File: src/hdl/i2cm_pkg.sv
`timescale 1ns / 1ps
package i2cm_pkg;

  localparam int unsigned MAX_READ_BYTES = 256;
  localparam int unsigned CNT_W = $clog2(MAX_READ_BYTES + 1);

  localparam logic [1:0] REQ_TICK  = 2'd0;
  localparam logic [1:0] REQ_WRITE = 2'd1;
  localparam logic [1:0] REQ_READ  = 2'd2;

  localparam logic [7:0] MSB_MASK = 8'h80;
  localparam logic [7:0] RD_BIT   = 8'h01;

  typedef enum logic [3:0] {
    SEG_IDLE,
    SEG_START1,
    SEG_ID,
    SEG_ADDR,
    SEG_DATA,
    SEG_REL,
    SEG_START2,
    SEG_IDR,
    SEG_RX,
    SEG_STOP
  } seg_t;

  typedef struct packed {
    logic       scl_level;
    logic       sda_level;
    logic       busy_res;
    logic [7:0] rd_data;
    logic       rd_valid;
    logic       rd_last;
    logic       cmd_rejected;
  } res_t;

endpackage

File: src/hdl/i2cm_core.sv
`timescale 1ns / 1ps
module i2cm_core
  import i2cm_pkg::*;
(
  input  logic       clk,
  input  logic       rst_n,
  input  logic       step_en,
  input  logic [1:0] req_type,
  input  logic [7:0] dev_id,
  input  logic [7:0] reg_addr,
  input  logic [7:0] wr_data,
  input  logic [8:0] read_count,
  input  logic       sda_in,
  output res_t       res
);

  seg_t             seg_r, seg_nxt;
  logic [2:0]       sub_r, sub_nxt;
  logic [3:0]       bit_cnt_r, bit_cnt_nxt;
  logic [7:0]       shift_r, shift_nxt;
  logic [CNT_W-1:0] left_r, left_nxt;
  logic             is_read_r, is_read_nxt;
  logic [7:0]       id_r, id_nxt;
  logic [7:0]       addr_r, addr_nxt;
  logic [7:0]       data_r, data_nxt;
  logic             scl_r, scl_nxt;
  logic             sda_r, sda_nxt;

  logic             adv;
  seg_t             adv_seg;
  logic             got;
  logic             last;
  logic             rejected;
  logic [3:0]       bc_inc;
  logic [CNT_W-1:0] left_dec;
  int unsigned      cnt_sat;

  always_comb begin
    if (read_count == 9'd0) begin
      cnt_sat = 1;
    end else if (32'(read_count) > MAX_READ_BYTES) begin
      cnt_sat = MAX_READ_BYTES;
    end else begin
      cnt_sat = 32'(read_count);
    end
  end

  assign bc_inc   = bit_cnt_r + 4'd1;
  assign left_dec = (left_r != '0) ? left_r - CNT_W'(1) : left_r;

  always_comb begin
    case (seg_r)
      SEG_START1: adv_seg = SEG_ID;
      SEG_ID:     adv_seg = SEG_ADDR;
      SEG_ADDR:   adv_seg = is_read_r ? SEG_REL : SEG_DATA;
      SEG_DATA:   adv_seg = SEG_STOP;
      SEG_REL:    adv_seg = SEG_START2;
      SEG_START2: adv_seg = SEG_IDR;
      SEG_IDR:    adv_seg = SEG_RX;
      SEG_RX:     adv_seg = SEG_STOP;
      default:    adv_seg = SEG_IDLE;
    endcase
  end

  always_comb begin
    seg_nxt     = seg_r;
    sub_nxt     = sub_r;
    bit_cnt_nxt = bit_cnt_r;
    shift_nxt   = shift_r;
    left_nxt    = left_r;
    is_read_nxt = is_read_r;
    id_nxt      = id_r;
    addr_nxt    = addr_r;
    data_nxt    = data_r;
    scl_nxt     = scl_r;
    sda_nxt     = sda_r;
    adv         = 1'b0;
    got         = 1'b0;
    last        = 1'b0;
    rejected    = 1'b0;

    if (step_en && (req_type == REQ_WRITE || req_type == REQ_READ)) begin
      if (seg_r != SEG_IDLE) begin
        rejected = 1'b1;
      end else begin
        id_nxt      = dev_id;
        addr_nxt    = reg_addr;
        data_nxt    = wr_data;
        is_read_nxt = (req_type == REQ_READ);
        left_nxt    = (req_type == REQ_READ) ? CNT_W'(cnt_sat) : '0;
        seg_nxt     = SEG_START1;
        sub_nxt     = 3'd0;
        bit_cnt_nxt = 4'd0;
        shift_nxt   = 8'd0;
      end
    end else if (step_en && req_type == REQ_TICK) begin
      case (seg_r)
        SEG_START1, SEG_START2: begin
          case (sub_r)
            3'd0:    begin sda_nxt = 1'b1; sub_nxt = 3'd1; end
            3'd1:    begin scl_nxt = 1'b1; sub_nxt = 3'd2; end
            3'd2:    begin sda_nxt = 1'b0; sub_nxt = 3'd3; end
            default: begin scl_nxt = 1'b0; adv = 1'b1; end
          endcase
        end
        SEG_ID, SEG_ADDR, SEG_DATA, SEG_IDR: begin
          case (sub_r)
            3'd0: begin
              sda_nxt = (shift_r & MSB_MASK) != 8'd0;
              sub_nxt = 3'd1;
            end
            3'd1: begin scl_nxt = 1'b1; sub_nxt = 3'd2; end
            3'd2: begin
              scl_nxt     = 1'b0;
              shift_nxt   = {shift_r[6:0], 1'b0};
              bit_cnt_nxt = bc_inc;
              sub_nxt     = (bc_inc < 4'd8) ? 3'd0 : 3'd3;
            end
            3'd3:    begin sda_nxt = 1'b1; sub_nxt = 3'd4; end
            3'd4:    begin scl_nxt = 1'b1; sub_nxt = 3'd5; end
            3'd5:    begin scl_nxt = 1'b0; sub_nxt = 3'd6; end
            default: begin sda_nxt = 1'b0; adv = 1'b1; end
          endcase
        end
        SEG_REL: begin
          if (sub_r == 3'd0) begin
            sda_nxt = 1'b1;
            sub_nxt = 3'd1;
          end else begin
            scl_nxt = 1'b1;
            adv     = 1'b1;
          end
        end
        SEG_RX: begin
          case (sub_r)
            3'd0: begin
              sda_nxt     = 1'b1;
              bit_cnt_nxt = 4'd0;
              shift_nxt   = 8'd0;
              sub_nxt     = 3'd1;
            end
            3'd1: begin
              scl_nxt     = 1'b1;
              shift_nxt   = {shift_r[6:0], sda_in};
              bit_cnt_nxt = bc_inc;
              got         = (bc_inc >= 4'd8);
              last        = (left_r <= CNT_W'(1));
              sub_nxt     = 3'd2;
            end
            3'd2: begin
              scl_nxt = 1'b0;
              sub_nxt = (bit_cnt_r < 4'd8) ? 3'd1 : 3'd3;
            end
            3'd3: begin
              sda_nxt = (left_r <= CNT_W'(1));
              sub_nxt = 3'd4;
            end
            3'd4: begin scl_nxt = 1'b1; sub_nxt = 3'd5; end
            default: begin
              scl_nxt  = 1'b0;
              left_nxt = left_dec;
              if (left_dec != '0) begin
                sub_nxt = 3'd0;
              end else begin
                adv = 1'b1;
              end
            end
          endcase
        end
        SEG_STOP: begin
          case (sub_r)
            3'd0:    begin sda_nxt = 1'b0; sub_nxt = 3'd1; end
            3'd1:    begin scl_nxt = 1'b1; sub_nxt = 3'd2; end
            default: begin sda_nxt = 1'b1; adv = 1'b1; end
          endcase
        end
        default: begin
        end
      endcase
    end

    if (adv) begin
      seg_nxt     = adv_seg;
      sub_nxt     = 3'd0;
      bit_cnt_nxt = 4'd0;
      case (adv_seg)
        SEG_ID:   shift_nxt = id_r;
        SEG_ADDR: shift_nxt = addr_r;
        SEG_DATA: shift_nxt = data_r;
        SEG_IDR:  shift_nxt = id_r | RD_BIT;
        default:  shift_nxt = 8'd0;
      endcase
    end
  end

  always_comb begin
    res.scl_level    = scl_nxt;
    res.sda_level    = sda_nxt;
    res.busy_res     = (seg_nxt != SEG_IDLE);
    res.rd_data      = got ? shift_nxt : 8'd0;
    res.rd_valid     = got;
    res.rd_last      = got && last;
    res.cmd_rejected = rejected;
  end

  always_ff @(posedge clk) begin
    if (!rst_n) begin
      seg_r     <= SEG_IDLE;
      sub_r     <= 3'd0;
      bit_cnt_r <= 4'd0;
      shift_r   <= 8'd0;
      left_r    <= '0;
      is_read_r <= 1'b0;
      id_r      <= 8'd0;
      addr_r    <= 8'd0;
      data_r    <= 8'd0;
      scl_r     <= 1'b1;
      sda_r     <= 1'b1;
    end else begin
      seg_r     <= seg_nxt;
      sub_r     <= sub_nxt;
      bit_cnt_r <= bit_cnt_nxt;
      shift_r   <= shift_nxt;
      left_r    <= left_nxt;
      is_read_r <= is_read_nxt;
      id_r      <= id_nxt;
      addr_r    <= addr_nxt;
      data_r    <= data_nxt;
      scl_r     <= scl_nxt;
      sda_r     <= sda_nxt;
    end
  end

endmodule

File: src/hdl/i2cm_out_buf.sv
`timescale 1ns / 1ps
module i2cm_out_buf
  import i2cm_pkg::*;
(
  input  logic clk,
  input  logic rst_n,
  input  logic push,
  input  res_t din,
  output logic can_take,
  output logic dout_valid,
  input  logic dout_ready,
  output res_t dout
);

  res_t main_r, main_nxt;
  res_t skid_r, skid_nxt;
  logic main_vld_r, main_vld_nxt;
  logic skid_vld_r, skid_vld_nxt;
  logic pop;

  assign pop        = main_vld_r && dout_ready;
  assign can_take   = !skid_vld_r;
  assign dout_valid = main_vld_r;
  assign dout       = main_r;

  always_comb begin
    main_nxt     = main_r;
    skid_nxt     = skid_r;
    main_vld_nxt = main_vld_r;
    skid_vld_nxt = skid_vld_r;
    if (skid_vld_r) begin
      if (pop) begin
        main_nxt     = skid_r;
        skid_vld_nxt = 1'b0;
      end
    end else if (push) begin
      if (!main_vld_r || pop) begin
        main_nxt     = din;
        main_vld_nxt = 1'b1;
      end else begin
        skid_nxt     = din;
        skid_vld_nxt = 1'b1;
      end
    end else if (pop) begin
      main_vld_nxt = 1'b0;
    end
  end

  always_ff @(posedge clk) begin
    if (!rst_n) begin
      main_vld_r <= 1'b0;
      skid_vld_r <= 1'b0;
    end else begin
      main_vld_r <= main_vld_nxt;
      skid_vld_r <= skid_vld_nxt;
    end
  end

  always_ff @(posedge clk) begin
    main_r <= main_nxt;
    skid_r <= skid_nxt;
  end

endmodule

File: src/hdl/i2c_master_register_transfer_unit.sv
`timescale 1ns / 1ps
// Channel   Handshake              Payload
// in_       in_valid / in_ready    req_type, dev_id, reg_addr, wr_data, read_count, sda_in
// out_      out_valid / out_ready  scl_level, sda_level, busy_res, rd_data, rd_valid,
//                                  rd_last, cmd_rejected
//
// One transaction per clock while in_ready is high: a request updates the bus state
// and its result is registered in the same cycle.
// The sequencer state update is the loop that sets the rate.
// Synchronous active-low reset leaves the bus released and the sequencer idle.
// A two-entry output buffer keeps in_ready high while one result waits;
// in_ready drops only when both entries are full.
module i2c_master_register_transfer_unit
  import i2cm_pkg::*;
(
  input  logic       clk,
  input  logic       rst_n,
  input  logic       in_valid,
  output logic       in_ready,
  input  logic [1:0] in_req_type,
  input  logic [7:0] in_dev_id,
  input  logic [7:0] in_reg_addr,
  input  logic [7:0] in_wr_data,
  input  logic [8:0] in_read_count,
  input  logic       in_sda_in,
  output logic       out_valid,
  input  logic       out_ready,
  output logic       out_scl_level,
  output logic       out_sda_level,
  output logic       out_busy_res,
  output logic [7:0] out_rd_data,
  output logic       out_rd_valid,
  output logic       out_rd_last,
  output logic       out_cmd_rejected
);

  logic accept;
  res_t step_res;
  res_t out_res;

  assign accept = in_valid && in_ready;

  i2cm_core u_core (
    .clk        (clk),
    .rst_n      (rst_n),
    .step_en    (accept),
    .req_type   (in_req_type),
    .dev_id     (in_dev_id),
    .reg_addr   (in_reg_addr),
    .wr_data    (in_wr_data),
    .read_count (in_read_count),
    .sda_in     (in_sda_in),
    .res        (step_res)
  );

  i2cm_out_buf u_out_buf (
    .clk        (clk),
    .rst_n      (rst_n),
    .push       (accept),
    .din        (step_res),
    .can_take   (in_ready),
    .dout_valid (out_valid),
    .dout_ready (out_ready),
    .dout       (out_res)
  );

  assign out_scl_level    = out_res.scl_level;
  assign out_sda_level    = out_res.sda_level;
  assign out_busy_res     = out_res.busy_res;
  assign out_rd_data      = out_res.rd_data;
  assign out_rd_valid     = out_res.rd_valid;
  assign out_rd_last      = out_res.rd_last;
  assign out_cmd_rejected = out_res.cmd_rejected;

endmodule

File: config.mk
export PLATFORM = sky130hd
export DESIGN_NAME = i2c_master_register_transfer_unit
export DESIGN_NICKNAME = d
export VERILOG_FILES = /design/src/hdl/i2cm_pkg.sv /design/src/hdl/i2cm_core.sv /design/src/hdl/i2cm_out_buf.sv /design/src/hdl/i2c_master_register_transfer_unit.sv
export SDC_FILE = /design/constraint.sdc
export NUM_CORES = 1
export LEC_CHECK = 0
export BUFFER_PORTS_ARGS = -buffer_cell sky130_fd_sc_hd__buf_2
export CAP_MARGIN = 20
export CORE_AREA = 5 5 154 112
export CTS_CLUSTER_SIZE = 16
export DETAILED_ROUTE_END_ITERATION = 6
export DIE_AREA = 0 0 159 117
export MAX_ROUTING_LAYER = met4
export PLACE_DENSITY = 0.57
export SYNTH_ARGS = -nofsm -noshare
export SYNTH_HDL_FRONTEND = slang
export SYNTH_HIERARCHICAL = 1
export SYNTH_SLANG_ARGS = --single-unit
File: constraint.sdc
create_clock -name clk -period 8 [get_ports clk]
set_clock_uncertainty 0.2 [all_clocks]
set_input_delay 0 -clock clk [delete_from_list [all_inputs] [get_ports clk]]
set_output_delay 0 -clock clk [all_outputs]
set_load 0.03 [all_outputs]
== Word level (Yosys, flattened, before mapping) ==
Index checks and enable logic that the tools add are counted.
Storage, ports and cells
  output and inout bits: 16
  logic and storage cells: 199
  flip-flop bits (word level): 85
  bits of input ports: 40
Operators by class
  bitwise operators: 4
  mux-type cells: 87
  add/subtract/negate cells: 2
  reductions and logical operators: 43
  eq/ne operators: 31
  order comparisons: 5
Operator list (number)
  $mux 9: 9
  $mux 14: 4
  $mux 8: 6
  $mux 1: 33
  $pmux 8 s2: 2
  $pmux 8 s4: 1
  $pmux 3 s5: 2
  $mux 4: 7
  $pmux 4 s7: 1
  $eq 4x3->1 const B: 6
  $pmux 3 s6: 1
  $reduce_bool 9->1: 2
  $eq 4x2->1 const B: 4
  $ne 8x1->1 const B: 2
  $pmux 4 s2: 2
  $reduce_or 2->1: 8
  $mux 3: 5
  $pmux 1 s5: 3
  $pmux 1 s2: 6
  $reduce_bool 2->1: 5
  $gt 9x9->1 const B: 1
  $le 9x1->1 const B: 1
  $logic_not 9->1: 1
  $pmux 3 s3: 1
  other kinds (37): 59

== Longest topological paths before layout ==
Gate-level depths: netlist (run 1).
  depth in word-level cells: 13
  gate-level depth with buffers: 13

== Cells and area by module ==
Netlist (run 1), hierarchy kept.
Modules (own cells, without submodules)
  i2cm_core: instances 1, cells each 480, seq. area each 1101.1 um2, area an instance 3539.6 um2
  i2cm_out_buf: instances 1, cells each 58, seq. area each 880.8 um2, area an instance 1168.6 um2
  i2c_master_register_transfer_unit: instances 1, cells each 1, seq. area each 0.0 um2, area an instance 6.3 um2

== Worst setup path before layout (run 1) ==
No wires, ideal clock.
  path type: register -> register
  from: reg u_core.left_r[0]
  to: reg u_out_buf.main_r, in the netlist u_out_buf/dout[3] (data pin)
  data arrival time: 2.632 ns
  setup slack: 4.908 ns
  clock period less this slack: 3.092 ns
  path buffers: 2
  stages on the path, launching flop included: 13
  cells stage by stage: dfxtp_1 -> clkbuf_1 -> inv_1 -> ha_1 -> nor3b_1 -> a211o_1 -> o211ai_1 -> and4b_2 -> a21boi_4 -> buf_6 -> mux2i_1 -> nor2_1 -> mux2_4
RTL lines
  start, declared: RTL line i2cm_core.sv:21  | logic [CNT_W-1:0] left_r, left_nxt;
  start signal, assigned: RTL line i2cm_core.sv:224  | left_r <= left_nxt;
  end signal, assigned: RTL line i2cm_out_buf.sv:60  | main_r <= main_nxt;
  end, declared: RTL line i2cm_out_buf.sv:15  | res_t main_r, main_nxt;

== Worst setup path after layout (run 1) ==
  from: reg u_out_buf.skid_vld_r
  to: reg u_core.left_r[8]
Between the ends
  word-level cells in the longest chain between the ends: 5
  elaborated cells on any way between the ends: 10
  classes of those cells: eq/ne (2); mux (1); reduce/logical (7)
RTL lines
  start, declared: RTL line i2cm_out_buf.sv:18  | logic skid_vld_r, skid_vld_nxt;
  start signal, assigned: RTL line i2cm_out_buf.sv:55  | skid_vld_r <= skid_vld_nxt;
  $logic_not 1->1 *: RTL line i2cm_out_buf.sv:22  | assign can_take = !skid_vld_r;
  $logic_and 1x1->1 *: RTL line i2c_master_register_transfer_unit.sv:41  | assign accept = in_valid && in_ready;
  named net accept: RTL line i2c_master_register_transfer_unit.sv:37  | logic accept;
  $logic_and 1x1->1, on equally long branches: RTL line i2cm_core.sv:82, i2cm_core.sv:96
  $ne 2x2->1 (no source line) (tied with other cells)
  $reduce_and 4->1 (no source line)
Mark *: on every way through the listed nets, which the timed path passes. The rest lies on a longest branch.
A chain may end at the register's enable or synchronous reset.

==> results.md, run 1 <==
* GR Util All Layers at 14.21%
* P_sw at 0.0002923 W
* Commonest non-fill, non-tap cell in the layout: nand2_1
* Synthesized area at 4715 sq um
* Hold Crit Depth at 4
* Mux contribution to synthesized area at 7.882%
* Mapped Cells at 539
* Reg-to-Reg Start: u_out_buf/skid_vld_r
* Gate power share at 16.3%
* Slew Limit Fails at 0
* WHS Endpoint: u_out_buf/dout_valid
* Final period util at 56.74%
* Gpl congestion at 0.9524
* Drt first pass iters at 5
* Slew HR at 27.28%
* Largest net degree at the start of global routing at 45
* Global route overflow at 0
* Yosys warnings at 6
* Die height at 117 um
* Largest family of logic cells by synthesized area: compound AO/OA/AOI/OAI gates
* Post-synthesis average cell area at 8.747 sq um
* Worst-path maximum fanout at 27
* Crit path kind: register to register
* FFs w/ async S/R, synth at 0%
* R2r setup slk at 3460 ps
* Synthesis-to-layout area growth at 21.55%
* Synth cell types at 69
* Die W at 159 um
* Post-Route WL at 12740 um
* Fin crit period at 4539 ps
* Worst vdd ir at 0.1119 mV
* Status: completed
* Top Layer Used: met4
* Post-synth EDFFs at 28
* Setup-failing EPs final at 0
* Synth Area in XOR/XNOR at 0.7431%
* Multi-input gate area at 2425 sq um
* Global-route wire length before repair at 21110 um
* Clock root buffer: clkbuf_16
* HPWL Detailed at 8750 um
* Worst EP required at 8010 ps
* Compound-gate portion of the synthesized area at 22.05%
* Adder-Cell Fraction of Synth Area at 1.327%
* Worst path arrival time at 4550 ps
* Share of layout cells above drive strength 1 at 17.33%
* Fillers at 1569
* Antenna violations before repair at 0
* Post-DRT Antenna Nets at 0
* Clock power share at 39.5%
* P_int at 0.0008182 W
* Layout Nets at 646
* Hold crit path type: input pin to register
* Achievable Freq at 220.3 MHz
* Total CTS buffers at 9
* Vias in the first global route at 4075
* Synth Register Bits at 85
* Site row count at 39
* Post-synthesis sequential area ratio at 42.04%
* Non-Filler Instances at 811
* Mapped Nets at 584
* Routed wl met3 at 751 um
* Startpoint types: register
* R2R depth at 9
* RSZ-0062 raised after global routing: no
* Reg power frac at 44.2%
* Wire length on met1 at 6025 um
* Clk sinks at 85
* Initial Util at 29.91%
* Static leakage at 2.014 nW
* Routed WL per cell at 15.71 um
* Clk slew on worst S/H paths at 60 ps
* Top-level I/O count at 56
* CP Launch Point: u_out_buf/skid_vld_r
* Cell Pwr Density at 193.8 nW/um^2
* Routed via count at 4234
* CTS tree: yes
* Worst slew pin tran at 1083 ps
* Register cell area after layout at 1982 sq um
* Port-buffer cells at 55
* Total core area at 15760 sq um
* Fin Setup TNS at 0 ps
* Prevailing post-synth register cell: dfxtp_1
* Final Hold Viols at 0
* Antenna Cells at 0
* Max-cap viol count at 0
* Worst setup EP type: register
* Most frequent cells in the layout: nand2_1, nor2_1, dfxtp_1
* Hold path start: in_valid
* DRC violations left at 0
* CTS Buffer Depth at 2
* Vias per std cell at 5.221
* Worst reg2reg path endpoint: u_core/left_r[8]
* Placed cell count at 755
* Simple-Gate Fraction of Synth Area at 19.43%
* Die Area at 18600 sq um
* Htree depth at 3
* Worst skew pair latency at 340 ps
* Iteration-0 DRC Markers at 458
* Met2 WL at 5709 um
* Switching Share at 26.32%
synth_stat cells, drive strengths merged, types with 2 or more instances:
cell type  instances  area (sq um)
nand2             67         251.5
nor2              64         240.2
dfxtp             57          1141
a21oi             52         264.0
clkbuf            31         116.4
edfxtp            28         840.8
mux2              22         281.5
o21ai             22         110.1
inv               17         63.81
a211oi            15         112.6
buf               15         123.9
nor3              14         75.07
a22oi             11         82.58
mux2i              9         90.09
nand3              8         40.04
a222oi             7         70.07
nand2b             7         43.79
nor4               7         43.79
a31oi              5         31.28
ha                 5         62.56
nand3b             5         37.54
and2               4         25.02
o31ai              4         30.03
or2                4         25.02
or3                4         25.02
a22o               3         26.28
a311oi             3         26.28
o211ai             3         22.52
o22ai              3         18.77
a211o              2         17.52
a21boi             2         26.28
a221oi             2         17.52
a2bb2oi            2         17.52
a41oi              2         17.52
nor2b              2         12.51
nor3b              2         15.01
o21a               2         15.01
o32ai              2         17.52
or4                2         18.77
xnor2              2         17.52
xor2               2         17.52
worst max-delay path by stage:
| stage | endpoint | slack [ps] | cells past startpoint |
|---|---|---|---|
| global route | u_core/left_r[8] | 3020 | 9 |
| global placement | u_out_buf/dout[6] | 3710 | 9 |
| floorplan | u_out_buf/dout[3] | 4910 | 12 |
| detailed placement | u_out_buf/dout[6] | 3540 | 9 |
| finish | u_core/left_r[8] | 3460 | 9 |
| CTS | u_core/left_r[8] | 3470 | 9 |
sequential cells by signal (all words and copies together) (netlist names), 3 cells and up:
register and count:
u_core/bit_cnt_r 4, u_core/left_r 9, u_core/addr_r 8, u_core/data_r 8, u_core/shift_r 8, u_core/id_r 8, u_out_buf/skid_r 14, u_out_buf/dout 14
u_core/seg_r 4, u_core/sub_r 3
cells by family (layout without fill, tap and decap cells):
kind of cell	Yosys count	after routing
compound gates	153	153
buf+inv	64	131
mux	31	31
simple gates	197	197
flops	85	85
xor+xnor	4	4
fa+ha+maj	5	5
final cells by class:
| type | instances | area share, % |
|---|---|---|
| clock buffer | 13 | 4.192 |
| clock inverter | 3 | 1.201 |
| inverter | 18 | 1.179 |
| multi-input combinational | 390 | 42.31 |
| sequential | 85 | 34.59 |
| tap | 205 | 4.476 |
| timing repair buffer | 97 | 12.05 |
through the flow:
step	utilization (%)	area, sq um	total power (W)	setup WS, ps	hold WS, ps
final	36.36	5731	0.001110	3461	26.04
after global routing	36.36	5731	0.001163	3018	63.00
after CTS	36.36	5731	0.001124	3468	7.930
after detailed placement	31.86	5021	0.0006653	3537	18.76
after global placement	31.86	5021	0.0006624	3713	15.98
after floorplan	-	4715	0.0006196	4908	-102.8
metal layers:
| layer | track usage [%] | up-vias |
|---|---|---|
| met5 | - | - |
| met4 | 4.205 | 0 |
| met3 | 3.675 | 18 |
| met2 | 22.25 | 132 |
| met1 | 18.32 | 2000 |
| li1 | - | 2084 |
power by group through the flow:
stage / clock (W) / combinational [W] / sequential [W]
after floorplan: 0 / 0.000117 / 0.000502
after global placement: 0 / 0.000163 / 0.000499
after detailed placement: 0 / 0.000165 / 0.000500
after CTS: 0.000453 / 0.000180 / 0.000491
after global routing: 0.000468 / 0.000200 / 0.000494
final: 0.000438 / 0.000181 / 0.000491
critical path, stage by stage (launching register included):
cell and delay, ps:
dfxtp_1 620, inv_1 200, and2_1 290, and2_1 570, nand2_1 680, a21oi_2 810
a21boi_0 210, a41oi_1 210, dlygate4sd3_1 580, nor2_1 40
repair_timing:
item,4_1_cts,5_1_grt
hold buffers,40,0
hold endpoints to repair,43,0
setup endpoints to repair,0,0
gates resized for setup,0,0
buffers inserted,0,0
No activity file was read; power rests on OpenSTA's default activity.
==> inputs of run 2 (changes only) <==
PLACE_DENSITY = 0.59   (was 0.57)
clock period = 3.9 ns   (was 8 ns; I/O delays follow)
==> results.md, run 2 (synthesis results as in run 1) <==
* RSZ-0062 raised after global routing: no
* Hold buffers post-CTS at 42
* Slew Limit Fails at 0
* Clock root buffer: clkbuf_16
* Dpl ws at 437.8 ps
* Routed via count at 4288
* Vias per std cell at 5.198
* Switching Share at 27.15%
* Status: completed
* Post-DRT Antenna Nets at 0
* Clk sinks at 85
* Worst EP required at 3800 ps
* Slew HR at 50.07%
* Hold crit path type: input pin to register
* Commonest non-fill, non-tap cell in the layout: nand2_1
* Worst skew pair latency at 350 ps
* Achievable Freq at 281.3 MHz
* Global-route wire length before repair at 21110 um
* Total core area at 15760 sq um
* Worst path arrival time at 3460 ps
* Port-buffer cells at 55
* Final period util at 91.15%
* Tightest hold margin at 56.76 ps
* Crit path kind: register to register
* R2R depth at 10
* Reg power frac at 43.5%
* Fin crit period at 3555 ps
* Worst-path maximum fanout at 17
* Final Hold Viols at 0
* Htree depth at 3
* HPWL Detailed at 9162 um
* Most frequent cells in the layout: nand2_1, nor2_1, dfxtp_1
* Layout Nets at 660
* Vias in the first global route at 4161
* Post-Route WL at 13100 um
* Post-cts resize count at 0
* Placed cell count at 767
* P_int at 0.001677 W
* Total CTS buffers at 9
* Worst setup EP type: register
* Crit path largest cell delay at 580 ps
* Routed WL per cell at 15.87 um
* Final worst slack at 345.3 ps
* Clock power share at 39.6%
* Fillers at 1564
* Die height at 117 um
* Largest net degree at the start of global routing at 37
* Global route overflow at 0
* Non-Filler Instances at 825
* R2r setup slk at 350 ps
* Die W at 159 um
* Gate power share at 17.0%
* Antenna violations before repair at 0
* P_sw at 0.0006247 W
* Static leakage at 2.098 nW
* Initial Util at 29.91%
* Slowest CP cell: nor3b_1
* Cell Pwr Density at 393.3 nW/um^2
* DRC violations left at 0
* Final core utilization at 37.13%
* CTS tree: yes
* Drt first pass iters at 6
* Fin Setup TNS at 0 ps
* CTS Buffer Depth at 2
* Iteration-0 DRC Markers at 487
* Startpoint types: register
* Die Area at 18600 sq um
* Worst vdd ir at 0.2370 mV
* Share of layout cells above drive strength 1 at 19.35%
* Gpl congestion at 0.9577
* Worst-path cell chain: inv_1 > ha_1 > nor3b_1 > a211o_1 > o211ai_1 > and4b_2 > a21boi_4 > mux2i_1 > nor2_1 > mux2_4
* Clk slew on worst S/H paths at 70 ps
* Synthesis-to-layout area growth at 24.12%
* Worst slew pin tran at 744.9 ps
* Antenna Cells at 0
* Hold Crit Depth at 4
* Top-level I/O count at 56
* Postcts setup bufs at 0
* Site row count at 39
* Setup-failing EPs final at 0
* Max-cap viol count at 0
* GR Util All Layers at 14.45%
==> run 2: power groups by stage <==
stage / combinational (W) / sequential, W / clock (W)
6_report: 0.000390 / 0.00100 / 0.000910
5_1_grt: 0.000429 / 0.00101 / 0.000970
4_1_cts: 0.000387 / 0.00100 / 0.000946
3_5_place_dp: 0.000354 / 0.00102 / 0
3_3_place_gp: 0.000349 / 0.00102 / 0
2_1_floorplan: 0.000241 / 0.00103 / 0
==> run 2: area by class of cell <==
type	instances	area, sq um	share of cell area, %
Tap cell	205	256.5	4.383
Clock inverter	4	52.55	0.8980
Sequential cell	85	1982	33.87
Timing Repair Buffer	111	800.8	13.68
Inverter	18	67.56	1.155
Multi-Input combinational cell	390	2425	41.44
Clock buffer	12	267.8	4.576
==> run 2: critical path: cells and delay by family, from the launching register on <==
family	cells	cell delay, ps
simple gates	3	910
compound gates	3	810
flops	1	410
mux	2	600
fa+ha+maj	1	260
buf+inv	1	110
==> run 2: final timing paths <==
path                          end              from
min reg2reg      u_core/data_r[7]  u_core/data_r[7]
min          u_out_buf/dout_valid          in_valid
max             u_out_buf/dout[3]  u_core/left_r[0]
max reg2reg     u_out_buf/dout[3]  u_core/left_r[0]
==> run 2: routing by layer <==
metal | GRT usage (%) | wire (um) | vias up | part of all wire [%]
met4 | 4.261 | 189 | 0 | 1.4
met5 | - | 0 | - | 0
li1 | - | - | 2111 | -
met3 | 2.870 | 863 | 14 | 6.6
met2 | 22.70 | 5976 | 148 | 46
met1 | 19.14 | 6067 | 2015 | 46
==> run 2: through the flow <==
step / power, W / area (sq um)
after floorplan: 0.001271 / 4715
after global placement: 0.001368 / 5111
after detailed placement: 0.001374 / 5111
after CTS: 0.002333 / 5852
after global routing: 0.002406 / 5852
final: 0.002301 / 5852
